===== config.mk =====
export PLATFORM = sky130hd
export DESIGN_NAME = laser_blank_dwell_inserter_core
export DESIGN_NICKNAME = d
export VERILOG_FILES = /design/src/hw/rtl/lbdi_pkg.sv /design/src/hw/rtl/lbdi_ctrl.sv /design/src/hw/rtl/lbdi_datapath.sv /design/src/hw/rtl/laser_blank_dwell_inserter_core.sv
export SDC_FILE = /design/constraint.sdc
export NUM_CORES = 1
export LEC_CHECK = 0
export ABC_AREA = 1
export BUFFER_PORTS_ARGS = -buffer_cell sky130_fd_sc_hd__buf_2
export CORE_ASPECT_RATIO = 0.7
export CORE_UTILIZATION = 42
export DETAILED_ROUTE_END_ITERATION = 7
export REMOVE_ABC_BUFFERS = 1
export SYNTH_ARGS = -nofsm -noshare
export SYNTH_HDL_FRONTEND = slang
export SYNTH_SLANG_ARGS = --single-unit
export TNS_END_PERCENT = 30

===== constraint.sdc =====
create_clock -name clk_i -period 9.7 [get_ports clk_i]
set_clock_uncertainty 0.1 [all_clocks]
set_input_delay 1.455 -clock clk_i [delete_from_list [all_inputs] [get_ports clk_i]]
set_output_delay 1.455 -clock clk_i [all_outputs]
set_load 0.005 [all_outputs]

===== src/hw/rtl/lbdi_pkg.sv =====
// Shared types and constants for the laser blanking dwell inserter.
`timescale 1ns / 1ps
`default_nettype none
package lbdi_pkg;

  localparam int unsigned MaxDwell     = 63;
  localparam int unsigned ColorBits    = 16;
  localparam int unsigned BlankFlagBit = 0;

  localparam int unsigned CoordW = 16;
  localparam int unsigned ColorW = 16;
  localparam int unsigned FlagsW = 8;
  localparam int unsigned DwellW = 6;
  localparam int unsigned CountW = 16;
  localparam int unsigned CfgIdxW  = 2;
  localparam int unsigned CfgDataW = 16;

  localparam int unsigned InDataW  = 88;
  localparam int unsigned OutDataW = 104;

  localparam logic [CountW-1:0] LimitReset = 16'hFFFF;

  typedef enum logic [CfgIdxW-1:0] {
    CFG_LEAD_IN  = 2'd0,
    CFG_LEAD_OUT = 2'd1,
    CFG_LIMIT    = 2'd2
  } cfg_reg_e;

  typedef enum logic [1:0] {
    ST_IDLE,
    ST_LEAD_IN,
    ST_POINT,
    ST_LEAD_OUT
  } state_e;

  typedef enum logic [1:0] {
    EMIT_LEAD_IN,
    EMIT_POINT,
    EMIT_LEAD_OUT
  } emit_kind_e;

  typedef struct packed {
    logic       load;
    logic       emit;
    emit_kind_e kind;
    logic       last;
    logic       dwell_dec;
    logic       dwell_load_out;
  } lbdi_cmd_t;

  typedef struct packed {
    logic full;
    logic limit_hit;
    logic dwell_zero;
    logic dwell_one;
    logic no_lead_out;
    logic out_free;
  } lbdi_status_t;

endpackage
`default_nettype wire


===== src/hw/rtl/lbdi_ctrl.sv =====
// Controller state machine sequencing lead-in, point and lead-out emission.
`timescale 1ns / 1ps
`default_nettype none
module lbdi_ctrl (
  input  wire                   clk_i,
  input  wire                   rst_ni,
  input  wire                   in_valid_i,
  output logic                  in_ready_o,
  input  wire lbdi_pkg::lbdi_status_t st_i,
  output lbdi_pkg::lbdi_cmd_t    cmd_o
);
  import lbdi_pkg::*;

  state_e state_q, state_d;

  always_ff @(posedge clk_i or negedge rst_ni) begin
    if (!rst_ni) begin
      state_q <= ST_IDLE;
    end else begin
      state_q <= state_d;
    end
  end

  always_comb begin
    state_d = state_q;
    unique case (state_q)
      ST_IDLE: begin
        if (in_valid_i) state_d = ST_LEAD_IN;
      end
      ST_LEAD_IN: begin
        if (st_i.full) begin
          state_d = ST_IDLE;
        end else if (st_i.dwell_zero) begin
          state_d = ST_POINT;
        end else if (cmd_o.emit && cmd_o.last) begin
          state_d = ST_IDLE;
        end
      end
      ST_POINT: begin
        if (st_i.full) begin
          state_d = ST_IDLE;
        end else if (cmd_o.emit) begin
          state_d = cmd_o.last ? ST_IDLE : ST_LEAD_OUT;
        end
      end
      ST_LEAD_OUT: begin
        if (st_i.full || st_i.dwell_zero) begin
          state_d = ST_IDLE;
        end else if (cmd_o.emit && cmd_o.last) begin
          state_d = ST_IDLE;
        end
      end
      default: state_d = ST_IDLE;
    endcase
  end

  always_comb begin
    in_ready_o = 1'b0;
    cmd_o      = '0;
    cmd_o.kind = EMIT_POINT;
    unique case (state_q)
      ST_IDLE: begin
        in_ready_o = 1'b1;
        cmd_o.load = in_valid_i;
      end
      ST_LEAD_IN: begin
        cmd_o.kind = EMIT_LEAD_IN;
        if (!st_i.full && !st_i.dwell_zero && st_i.out_free) begin
          cmd_o.emit      = 1'b1;
          cmd_o.last      = st_i.limit_hit;
          cmd_o.dwell_dec = 1'b1;
        end
      end
      ST_POINT: begin
        cmd_o.kind = EMIT_POINT;
        if (!st_i.full && st_i.out_free) begin
          cmd_o.emit           = 1'b1;
          cmd_o.last           = st_i.limit_hit || st_i.no_lead_out;
          cmd_o.dwell_load_out = 1'b1;
        end
      end
      ST_LEAD_OUT: begin
        cmd_o.kind = EMIT_LEAD_OUT;
        if (!st_i.full && !st_i.dwell_zero && st_i.out_free) begin
          cmd_o.emit      = 1'b1;
          cmd_o.last      = st_i.limit_hit || st_i.dwell_one;
          cmd_o.dwell_dec = 1'b1;
        end
      end
      default: ;
    endcase
  end

  a_accept_starts_run: assert property (@(posedge clk_i) disable iff (!rst_ni)
    (in_valid_i && in_ready_o) |=> (state_q == ST_LEAD_IN))
    else $error("accepted request did not start a run");

  a_last_ends_run: assert property (@(posedge clk_i) disable iff (!rst_ni)
    (cmd_o.emit && cmd_o.last) |=> (state_q == ST_IDLE))
    else $error("run continued after its last result");

  a_emit_needs_room: assert property (@(posedge clk_i) disable iff (!rst_ni)
    cmd_o.emit |-> (st_i.out_free && !st_i.full))
    else $error("emit without output room or past the frame limit");

endmodule
`default_nettype wire


===== src/hw/rtl/lbdi_datapath.sv =====
// Datapath: config registers, point hold, dwell counter, frame count and output register.
`timescale 1ns / 1ps
`default_nettype none
module lbdi_datapath #(
  parameter int unsigned MAX_DWELL      = lbdi_pkg::MaxDwell,
  parameter int unsigned COLOR_BITS     = lbdi_pkg::ColorBits,
  parameter int unsigned BLANK_FLAG_BIT = lbdi_pkg::BlankFlagBit
) (
  input  wire                            clk_i,
  input  wire                            rst_ni,
  input  wire                            cfg_we_i,
  input  wire  [lbdi_pkg::CfgIdxW-1:0]   cfg_idx_i,
  input  wire  [lbdi_pkg::CfgDataW-1:0]  cfg_data_i,
  input  wire  [lbdi_pkg::InDataW-1:0]   in_data_i,
  input  wire                            in_frame_start_i,
  input  wire lbdi_pkg::lbdi_cmd_t       cmd_i,
  output lbdi_pkg::lbdi_status_t         st_o,
  output logic                           out_valid_o,
  input  wire                            out_ready_i,
  output logic [lbdi_pkg::OutDataW-1:0]  out_data_o,
  output logic                           out_last_o
);
  import lbdi_pkg::*;

  localparam logic [ColorW-1:0] ColorMask = ColorW'((32'd1 << COLOR_BITS) - 32'd1);
  localparam logic [FlagsW-1:0] BlankMask = FlagsW'(32'd1 << BLANK_FLAG_BIT);
  localparam logic [DwellW-1:0] DwellCap  = DwellW'(MAX_DWELL);

  logic [DwellW-1:0] lead_in_q, lead_out_q;
  logic [CountW-1:0] limit_q;

  logic signed [CoordW-1:0] x_q, y_q;
  logic [ColorW-1:0]        r_q, g_q, b_q;
  logic [FlagsW-1:0]        fl_q;
  logic                     trans_off_q;
  logic                     prev_blank_q;
  logic [CountW-1:0]        count_q;
  logic [DwellW-1:0]        dwell_q;

  logic                     out_valid_q;
  logic signed [CoordW-1:0] ox_q, oy_q;
  logic [ColorW-1:0]        or_q, og_q, ob_q;
  logic [FlagsW-1:0]        ofl_q;
  logic [CountW-1:0]        opos_q;
  logic                     olast_q;

  logic [ColorW-1:0] in_r, in_g, in_b;
  logic [FlagsW-1:0] in_fl;
  logic              cur_blank, prev_eff, trans_on, trans_off;
  logic [DwellW-1:0] n_in, n_out;
  logic [CountW-1:0] count_inc;

  assign in_r  = in_data_i[47:32] & ColorMask;
  assign in_g  = in_data_i[63:48] & ColorMask;
  assign in_b  = in_data_i[79:64] & ColorMask;
  assign in_fl = in_data_i[87:80];

  assign cur_blank = in_fl[BLANK_FLAG_BIT] || ((in_r | in_g | in_b) == '0);
  assign prev_eff  = in_frame_start_i || prev_blank_q;
  assign trans_on  = prev_eff && !cur_blank;
  assign trans_off = !prev_eff && cur_blank;

  assign n_in  = (lead_in_q > DwellCap) ? DwellCap : lead_in_q;
  assign n_out = (lead_out_q > DwellCap) ? DwellCap : lead_out_q;

  assign count_inc = count_q + CountW'(1);

  always_ff @(posedge clk_i or negedge rst_ni) begin
    if (!rst_ni) begin
      lead_in_q  <= '0;
      lead_out_q <= '0;
      limit_q    <= LimitReset;
    end else if (cfg_we_i) begin
      unique case (cfg_reg_e'(cfg_idx_i))
        CFG_LEAD_IN:  lead_in_q  <= cfg_data_i[DwellW-1:0];
        CFG_LEAD_OUT: lead_out_q <= cfg_data_i[DwellW-1:0];
        CFG_LIMIT:    limit_q    <= cfg_data_i[CountW-1:0];
        default: ;
      endcase
    end
  end

  always_ff @(posedge clk_i) begin
    if (cmd_i.load) begin
      x_q  <= in_data_i[15:0];
      y_q  <= in_data_i[31:16];
      r_q  <= in_r;
      g_q  <= in_g;
      b_q  <= in_b;
      fl_q <= in_fl;
    end
  end

  always_ff @(posedge clk_i or negedge rst_ni) begin
    if (!rst_ni) begin
      trans_off_q  <= 1'b0;
      prev_blank_q <= 1'b1;
      count_q      <= '0;
      dwell_q      <= '0;
    end else begin
      if (cmd_i.load) begin
        trans_off_q  <= trans_off;
        prev_blank_q <= cur_blank;
        dwell_q      <= trans_on ? n_in : '0;
        if (in_frame_start_i) count_q <= '0;
      end else begin
        if (cmd_i.emit) count_q <= count_inc;
        if (cmd_i.dwell_dec) begin
          dwell_q <= dwell_q - DwellW'(1);
        end else if (cmd_i.dwell_load_out) begin
          dwell_q <= trans_off_q ? n_out : '0;
        end
      end
    end
  end

  always_ff @(posedge clk_i or negedge rst_ni) begin
    if (!rst_ni) begin
      out_valid_q <= 1'b0;
    end else if (cmd_i.emit) begin
      out_valid_q <= 1'b1;
    end else if (out_ready_i) begin
      out_valid_q <= 1'b0;
    end
  end

  always_ff @(posedge clk_i) begin
    if (cmd_i.emit) begin
      ox_q    <= x_q;
      oy_q    <= y_q;
      opos_q  <= count_q;
      olast_q <= cmd_i.last;
      if (cmd_i.kind == EMIT_LEAD_IN) begin
        or_q <= '0;
        og_q <= '0;
        ob_q <= '0;
      end else begin
        or_q <= r_q;
        og_q <= g_q;
        ob_q <= b_q;
      end
      ofl_q <= (cmd_i.kind == EMIT_POINT) ? fl_q : (fl_q | BlankMask);
    end
  end

  assign st_o.full        = (count_q >= limit_q);
  assign st_o.limit_hit   = (count_inc == limit_q);
  assign st_o.dwell_zero  = (dwell_q == '0);
  assign st_o.dwell_one   = (dwell_q == DwellW'(1));
  assign st_o.no_lead_out = !trans_off_q || (n_out == '0);
  assign st_o.out_free    = !out_valid_q || out_ready_i;

  assign out_valid_o = out_valid_q;
  assign out_data_o  = {opos_q, ofl_q, ob_q, og_q, or_q, oy_q, ox_q};
  assign out_last_o  = olast_q;

  a_emit_below_limit: assert property (@(posedge clk_i) disable iff (!rst_ni)
    cmd_i.emit |-> (count_q < limit_q))
    else $error("result emitted at or past the frame limit");

  a_position_advances: assert property (@(posedge clk_i) disable iff (!rst_ni)
    cmd_i.emit |=> (count_q == $past(count_inc)))
    else $error("frame position did not advance on emit");

  a_no_overwrite: assert property (@(posedge clk_i) disable iff (!rst_ni)
    (out_valid_q && !out_ready_i) |-> !cmd_i.emit)
    else $error("stalled result overwritten");

endmodule
`default_nettype wire


===== src/hw/rtl/laser_blank_dwell_inserter_core.sv =====
// Top level of the laser blanking dwell inserter: controller plus datapath.
// The first result of a request is emitted from the lead-in state when a lead-in run
// opens it, else from the point state after the lead-in state; results are registered.
// Throughput: one result per cycle within a run while the output does not stall; the
// lead-in state emits nothing in the step in which it hands over to the point state.
// Input is taken only while the controller is idle; a held result does not block it.
// Reset: controller idle, beam treated as blank, frame count zero, dwell counts zero,
// output limit 65535.
`timescale 1ns / 1ps
`default_nettype none
module laser_blank_dwell_inserter_core #(
  parameter int unsigned MAX_DWELL      = lbdi_pkg::MaxDwell,
  parameter int unsigned COLOR_BITS     = lbdi_pkg::ColorBits,
  parameter int unsigned BLANK_FLAG_BIT = lbdi_pkg::BlankFlagBit
) (
  input  wire                            clk_i,
  input  wire                            rst_ni,
  input  wire                            cfg_we_i,
  input  wire  [lbdi_pkg::CfgIdxW-1:0]   cfg_idx_i,
  input  wire  [lbdi_pkg::CfgDataW-1:0]  cfg_data_i,
  input  wire                            s_axis_tvalid,
  output logic                           s_axis_tready,
  // pos_x, pos_y, red, green, blue, point_flags
  input  wire  [lbdi_pkg::InDataW-1:0]   s_axis_tdata,
  // frame_start
  input  wire  [0:0]                     s_axis_tuser,
  output logic                           m_axis_tvalid,
  input  wire                            m_axis_tready,
  // out_x, out_y, out_red, out_green, out_blue, out_flags, out_position
  output logic [lbdi_pkg::OutDataW-1:0]  m_axis_tdata,
  output logic                           m_axis_tlast
);
  import lbdi_pkg::*;

  lbdi_cmd_t    cmd;
  lbdi_status_t st;

  lbdi_ctrl u_ctrl (
    .clk_i      (clk_i),
    .rst_ni     (rst_ni),
    .in_valid_i (s_axis_tvalid),
    .in_ready_o (s_axis_tready),
    .st_i       (st),
    .cmd_o      (cmd)
  );

  lbdi_datapath #(
    .MAX_DWELL      (MAX_DWELL),
    .COLOR_BITS     (COLOR_BITS),
    .BLANK_FLAG_BIT (BLANK_FLAG_BIT)
  ) u_datapath (
    .clk_i            (clk_i),
    .rst_ni           (rst_ni),
    .cfg_we_i         (cfg_we_i),
    .cfg_idx_i        (cfg_idx_i),
    .cfg_data_i       (cfg_data_i),
    .in_data_i        (s_axis_tdata),
    .in_frame_start_i (s_axis_tuser[0]),
    .cmd_i            (cmd),
    .st_o             (st),
    .out_valid_o      (m_axis_tvalid),
    .out_ready_i      (m_axis_tready),
    .out_data_o       (m_axis_tdata),
    .out_last_o       (m_axis_tlast)
  );

endmodule
`default_nettype wire

# ---- Word level (Yosys, flattened, before mapping)
# Cells that the tools add are included.
# W data, S select, Z words.
dict set report op_classes {
  n_lt_le_gt_ge 3
  n_mul 0
  mux 31
  eq_ne 11
  shift 0
  n_reduce_logical 33
  bitwise_logic 2
  n_div 0
  add_sub_neg 2
}
# op count
set ops {}
lappend ops {{$mux W16} 3}
lappend ops {{$mux W6} 7}
lappend ops {{$or A16 B16 Y16} 2}
lappend ops {{$mux W2} 10}
lappend ops {{$add A16 B1 Y16 const B} 1}
lappend ops {{$eq A16 B16 Y1} 1}
lappend ops {{$ge A16 B16 Y1} 1}
lappend ops {{$logic_not A16 Y1} 1}
lappend ops {{$gt A6 B6 Y1 const B} 2}
lappend ops {{$logic_not A6 Y1} 2}
lappend ops {{$pmux W4 S3} 1}
lappend ops {{$reduce_and A2 Y1} 5}
lappend ops {{$mux W1} 8}
lappend ops {{$pmux W2 S4} 1}
lappend ops {{$logic_or A1 B1 Y1} 7}
lappend ops {{$eq A2 B1 Y1 const B} 3}
lappend ops {{$eq A2 B2 Y1 const B} 3}
lappend ops {{$eq A6 B1 Y1 const B} 1}
lappend ops {{$logic_and A1 B1 Y1} 6}
lappend ops {{$logic_not A1 Y1} 6}
lappend ops {{$logic_not A2 Y1} 3}
lappend ops {{$sub A6 B1 Y6 const B} 1}
lappend ops {{$ne A2 B2 Y1 const B} 2}
lappend ops {{$reduce_bool A2 Y1} 2}
lappend ops {{3 further kinds} 3}
dict set report totals {
  register_bits 248
  mem_bits_ro 0
  input_bits 112
  mem_count 0
  latch_bits 0
  ram_bits 0
}

# ---- Logic depth before layout (Yosys ltp)
dict set report logic_depth {
  ltp_word 12
  ltp_mapped 17
  ltp_nobuf 17
}

# ---- Modules after synthesis
# A second synthesis with hierarchy kept.
dict set report hier_totals {
  cells_unflattened 802
  area_unflattened_um2 9859.5
}
# mod cells_per_inst seq_area_each_um2 area_per_inst_um2 instances
set by_module_without_submodules {}
lappend by_module_without_submodules {lbdi_datapath 767 7143.1 9620.5 1}
lappend by_module_without_submodules {lbdi_ctrl 35 50.0 239.0 1}

# ---- Worst setup path after synthesis
# No wires, ideal clock.
dict set report synth_path {
  kind {input to register}
  startpoint {input port s_axis_tvalid}
  endpoint {register u_datapath.dwell_q[2]}
  setup_time_ns 0.070
  path_buffers 0
  slack_ns 3.262
  arrival_time_ns 6.268
  stages 6
  cell_sequence {inv_1 nor2_1 inv_1 nor2_1 nand3b_1 nand3_1}
}
# element line
set synth_rtl {}
lappend synth_rtl {{start: declaration} laser_blank_dwell_inserter_core.sv:21} ;# input wire s_axis_tvalid,
lappend synth_rtl {{end signal: assignment} lbdi_datapath.sv:104} ;# dwell_q <= trans_on ? n_in : '0;
lappend synth_rtl {{end signal: assignment} lbdi_datapath.sv:109} ;# dwell_q <= dwell_q - DwellW'(1);
lappend synth_rtl {{end signal: assignment} lbdi_datapath.sv:111} ;# dwell_q <= trans_off_q ? n_out : '0;
lappend synth_rtl {{end: declaration} lbdi_datapath.sv:38} ;# logic [DwellW-1:0] dwell_q;

# ---- Final worst setup path
dict set report layout_path {
  startpoint {register u_datapath.limit_q[9]}
  endpoint {register u_datapath.opos_q[15] (enable)}
}
dict set report layout_via {
  elab_chain_len 6
}
# element line
set layout_rtl {}
lappend layout_rtl {{start: declaration} lbdi_datapath.sv:30} ;# logic [CountW-1:0] limit_q;
lappend layout_rtl {{start signal: assignment} lbdi_datapath.sv:72} ;# limit_q <= LimitReset;
lappend layout_rtl {{start signal: assignment} lbdi_datapath.sv:77} ;# CFG_LIMIT: limit_q <= cfg_data_i[CountW-1:0];
lappend layout_rtl {{$ge A16 B16 Y1 (*)} lbdi_datapath.sv:146} ;# assign st_o.full = (count_q >= limit_q);
lappend layout_rtl {{$logic_not A1 Y1 (*)} {lbdi_ctrl.sv:68, lbdi_ctrl.sv:76, lbdi_ctrl.sv:84}}
lappend layout_rtl {{$logic_and A1 B1 Y1 (2 in a row)} {lbdi_ctrl.sv:68, lbdi_ctrl.sv:84}}
lappend layout_rtl {{$mux W1} {lbdi_ctrl.sv:68, lbdi_ctrl.sv:84}}
lappend layout_rtl {{$pmux W4 S3 (*)} lbdi_ctrl.sv:61} ;# unique case (state_q)
lappend layout_rtl {{end signal: assignment} lbdi_datapath.sv:131} ;# opos_q <= count_q;
lappend layout_rtl {{end: declaration} lbdi_datapath.sv:44} ;# logic [CountW-1:0] opos_q;
# Every way passes the cells marked *; elsewhere a longest branch is shown, timed or not.
# A chain may end at the register's enable or synchronous reset.

==> impl_results.md <==
- Final Net Count: ~1.2k
- Peak VDD IR: 0.133 mV
- Final GP Congestion: 0.818
- Max clock buf depth: 3
- DP HPWL: roughly 15000 um
- Slew margin rel.: 0.244
- Pwr/cell area: roughly 310 nW/um2
- First-pass GRT wire length: about 33000 um
- Cell Chain, Critical Path: inv_1, ha_1, nand2_1, inv_1, o21ai_0, nand2_1, a21oi_1, nand3_1, nor2_2, nand2_1, nand2_4, buf_4
- Pwr Total: 3.80 mW
- Area contributors post-synth: edfxtp_1 59%, dfrtp_1 9.6%, nand2_1 4.8%, dfstp_2 4.5%, inv_1 4.5%
- Initial Util: 0.433
- WP data required: a little under 10 ns
- Fraction of layout cells with a size suffix above 1: 0.292
- Final Hold Viols: 0
- Routed vias/inst: between 4 and 5
- Fmax: approximately 240 MHz
- Slowest stage delay, CP: roughly 0.87 ns
- Die width: roughly 190 um
- CP Capture Type: flip-flop
- Seq/Total Area, Yosys: 0.727
- Detailed Route Iter0 Violations: slightly below 400
- Synth warn: 0
- Status: complete, no violations
- Area of the multi-input gates: between 2000 and 2500 um2
- Clk root buf: clkbuf_16
- Die Y-Extent: 130 um
- TritonRoute pass-1 iters: 7
- Place WS: roughly 5.6 ns
- TNS Setup: 0 ns
- Synthesized area per cell: roughly 12 um2
- Worst Path Arrival: between 4 and 5 ns
- Core area: between 20000 and 25000 um2
- # IOs: approximately 220
- RSZ-0062 raised after global routing: false
- Placed cell areas: between 10000 and 15000 um2
- Sink Count: 248
- Detail Route Antenna Nets: 0
- Top_reg_cell synth: edfxtp_1
- Min-Delay Path Class: flip-flop to flip-flop
- Slew @ Worst Pin: 1.13 ns
- EDFF count, synth: ~190
- Yosys top cell area share: 0.586
- Cell Area, Synth: between 9000 and 10000 um2
- Fill cells: 2027
- Crit-path leading delay family: simple AND/OR/NAND/NOR gates
- Crit path top cell by count: nand2_1
- Hold Slack: 0.316 ns
- # DRC: 0
- Final-report setup violation count: 0
- Worst Path Buf+Inv: 3
- I/O Buffers: between 200 and 250
- Post-synth ARST share: 0.222
- FF+latch area: between 7000 and 8000 um2
- Vias: approximately 6.5k
- Leading area contributor after synthesis: edfxtp_1
- CTS tree: built
- Largest net degree at the start of global routing: 75
- Routed len/inst: between 15 and 20 um
- Later-pin clock latency in the skew report: 0.52 ns
- Grt total ovfl: 0
- CTS buffer count: 25
- CP Max Fanout: 74
- Mapped Cells: 808
- H-tree lvl count: 1
- Crit path kind: flip-flop to flip-flop
- Worst setup SP type: flip-flop
- CTS clk-pin slew, worst paths: 0.06 ns
- DIE AREA: about 24000 um2
- # resized after CTS: 0
- Worst path slowest cell: buf_4
- Final max-slew violation count: 0
- Initial antenna violation count: 1
- PnR worst setup slack: ~5.6 ns
- Synth-to-layout area growth: 23.2%
- Seq cells post-synth: roughly 250
- Row Count: between 40 and 50
- Lkg Pwr: between 5 and 6 nW
- Vias in the first global route: 6000
- Synth cell types: 37
- Total wire length: 21700 um
- GRT Util Overall: 0.180
- Cts hold-fix bufs: 0
- Design area: about 12000 um2
- Fin crit share: 0.422
- Setup repair bufs after CTS: 0
- Fin crit period: between 4 and 5 ns
- Max Cap Viol: 0
[where the power goes]
group | internal (mW) | leakage, nW | switching [mW]
sequential | 1.67 | 2.51 | 0.154
clock | 0.570 | 0.402 | 0.392
combinational | 0.338 | 2.47 | 0.681
[cell usage after synthesis, drive strengths merged, types with 2 or more instances]
| cell | number |
|---|---|
| edfxtp | 193 |
| nand2 | 139 |
| inv | 120 |
| nor2 | 98 |
| nand3 | 60 |
| dfrtp | 38 |
| o21ai | 33 |
| ha | 19 |
| a21oi | 18 |
| dfstp | 17 |
| nor4 | 12 |
| nand4 | 11 |
| clkbuf | 9 |
| o22ai | 8 |
| nand3b | 6 |
| buf | 5 |
| nor3 | 5 |
| xor2 | 4 |
| o211ai | 3 |
| or2 | 2 |
| xnor2 | 2 |
[logic make-up after synthesis]
family          count (synthesis)  share of synthesized area
xor+xnor                        6                    0.00531
simple gates                  335                      0.155
buf+inv                       135                     0.0527
compound gates                 65                     0.0354
fa+ha+maj                      19                     0.0240
flops                         248                      0.727
[cell usage in the layout (no fill, tap or decap), types with 5 or more instances in the layout]
cell,instances
nand2_2,11
nor2_2,8
nand3_1,57
dfstp_2,17
clkbuf_16,25
clkbuf_1,6
inv_1,119
buf_4,5
edfxtp_1,193
o21ai_0,29
buf_2,218
dfrtp_1,38
o22ai_1,8
nand2_1,126
nor2_1,85
nand3b_1,6
nor4_1,12
nand4_1,11
nor3_1,5
ha_1,19
a21oi_1,18
[metal layers]
metal,track usage,vias up,share of wire
met1,0.268,3040,0.48
met5,0,-,0
met3,0.0324,28,0.061
met2,0.275,208,0.44
li1,-,3216,-
met4,0.0423,0,0.016
[layout make-up]
class	instances	share of cell area
sequential	248	0.590
multi-input combinational	425	0.180
timing repair buffer	223	0.0926
clock buffer	33	0.0554
inverter	121	0.0377
tap	312	0.0320
clock inverter	12	0.0117
antenna	1	0.000205
[worst paths after layout]
| kind | from | endpoint | slack, ns | cells after the start |
|---|---|---|---|---|
| max in group asynchronous | rst_ni | u_datapath.trans_off_q$_DFFE_PN0P_ | 8.04 | 2 |
| worst min register to register | u_datapath.x_q[5]$_DFFE_PP_ | u_datapath.ox_q[5]$_DFFE_PP_ | 0.32 | 0 |
| worst max register to register | u_datapath.limit_q[9]$_DFFE_PN1P_ | u_datapath.opos_q[15]$_DFFE_PP_ | 5.61 | 12 |
| worst min-delay path | u_datapath.x_q[5]$_DFFE_PP_ | u_datapath.ox_q[5]$_DFFE_PP_ | 0.32 | 0 |
| min in group asynchronous | rst_ni | u_datapath.count_q[2]$_DFFE_PN0P_ | 0.98 | 2 |
| worst max-delay path | u_datapath.limit_q[9]$_DFFE_PN1P_ | u_datapath.opos_q[15]$_DFFE_PP_ | 5.61 | 12 |
[stage by stage]
stage,instances,utilization
final,1375,0.533
after global routing,1375,0.533
after CTS,1374,0.533
after detailed placement,1329,0.498
after global placement,1329,0.498
after floorplan,794,-
Note: power is estimated with default switching activity, not from simulation.
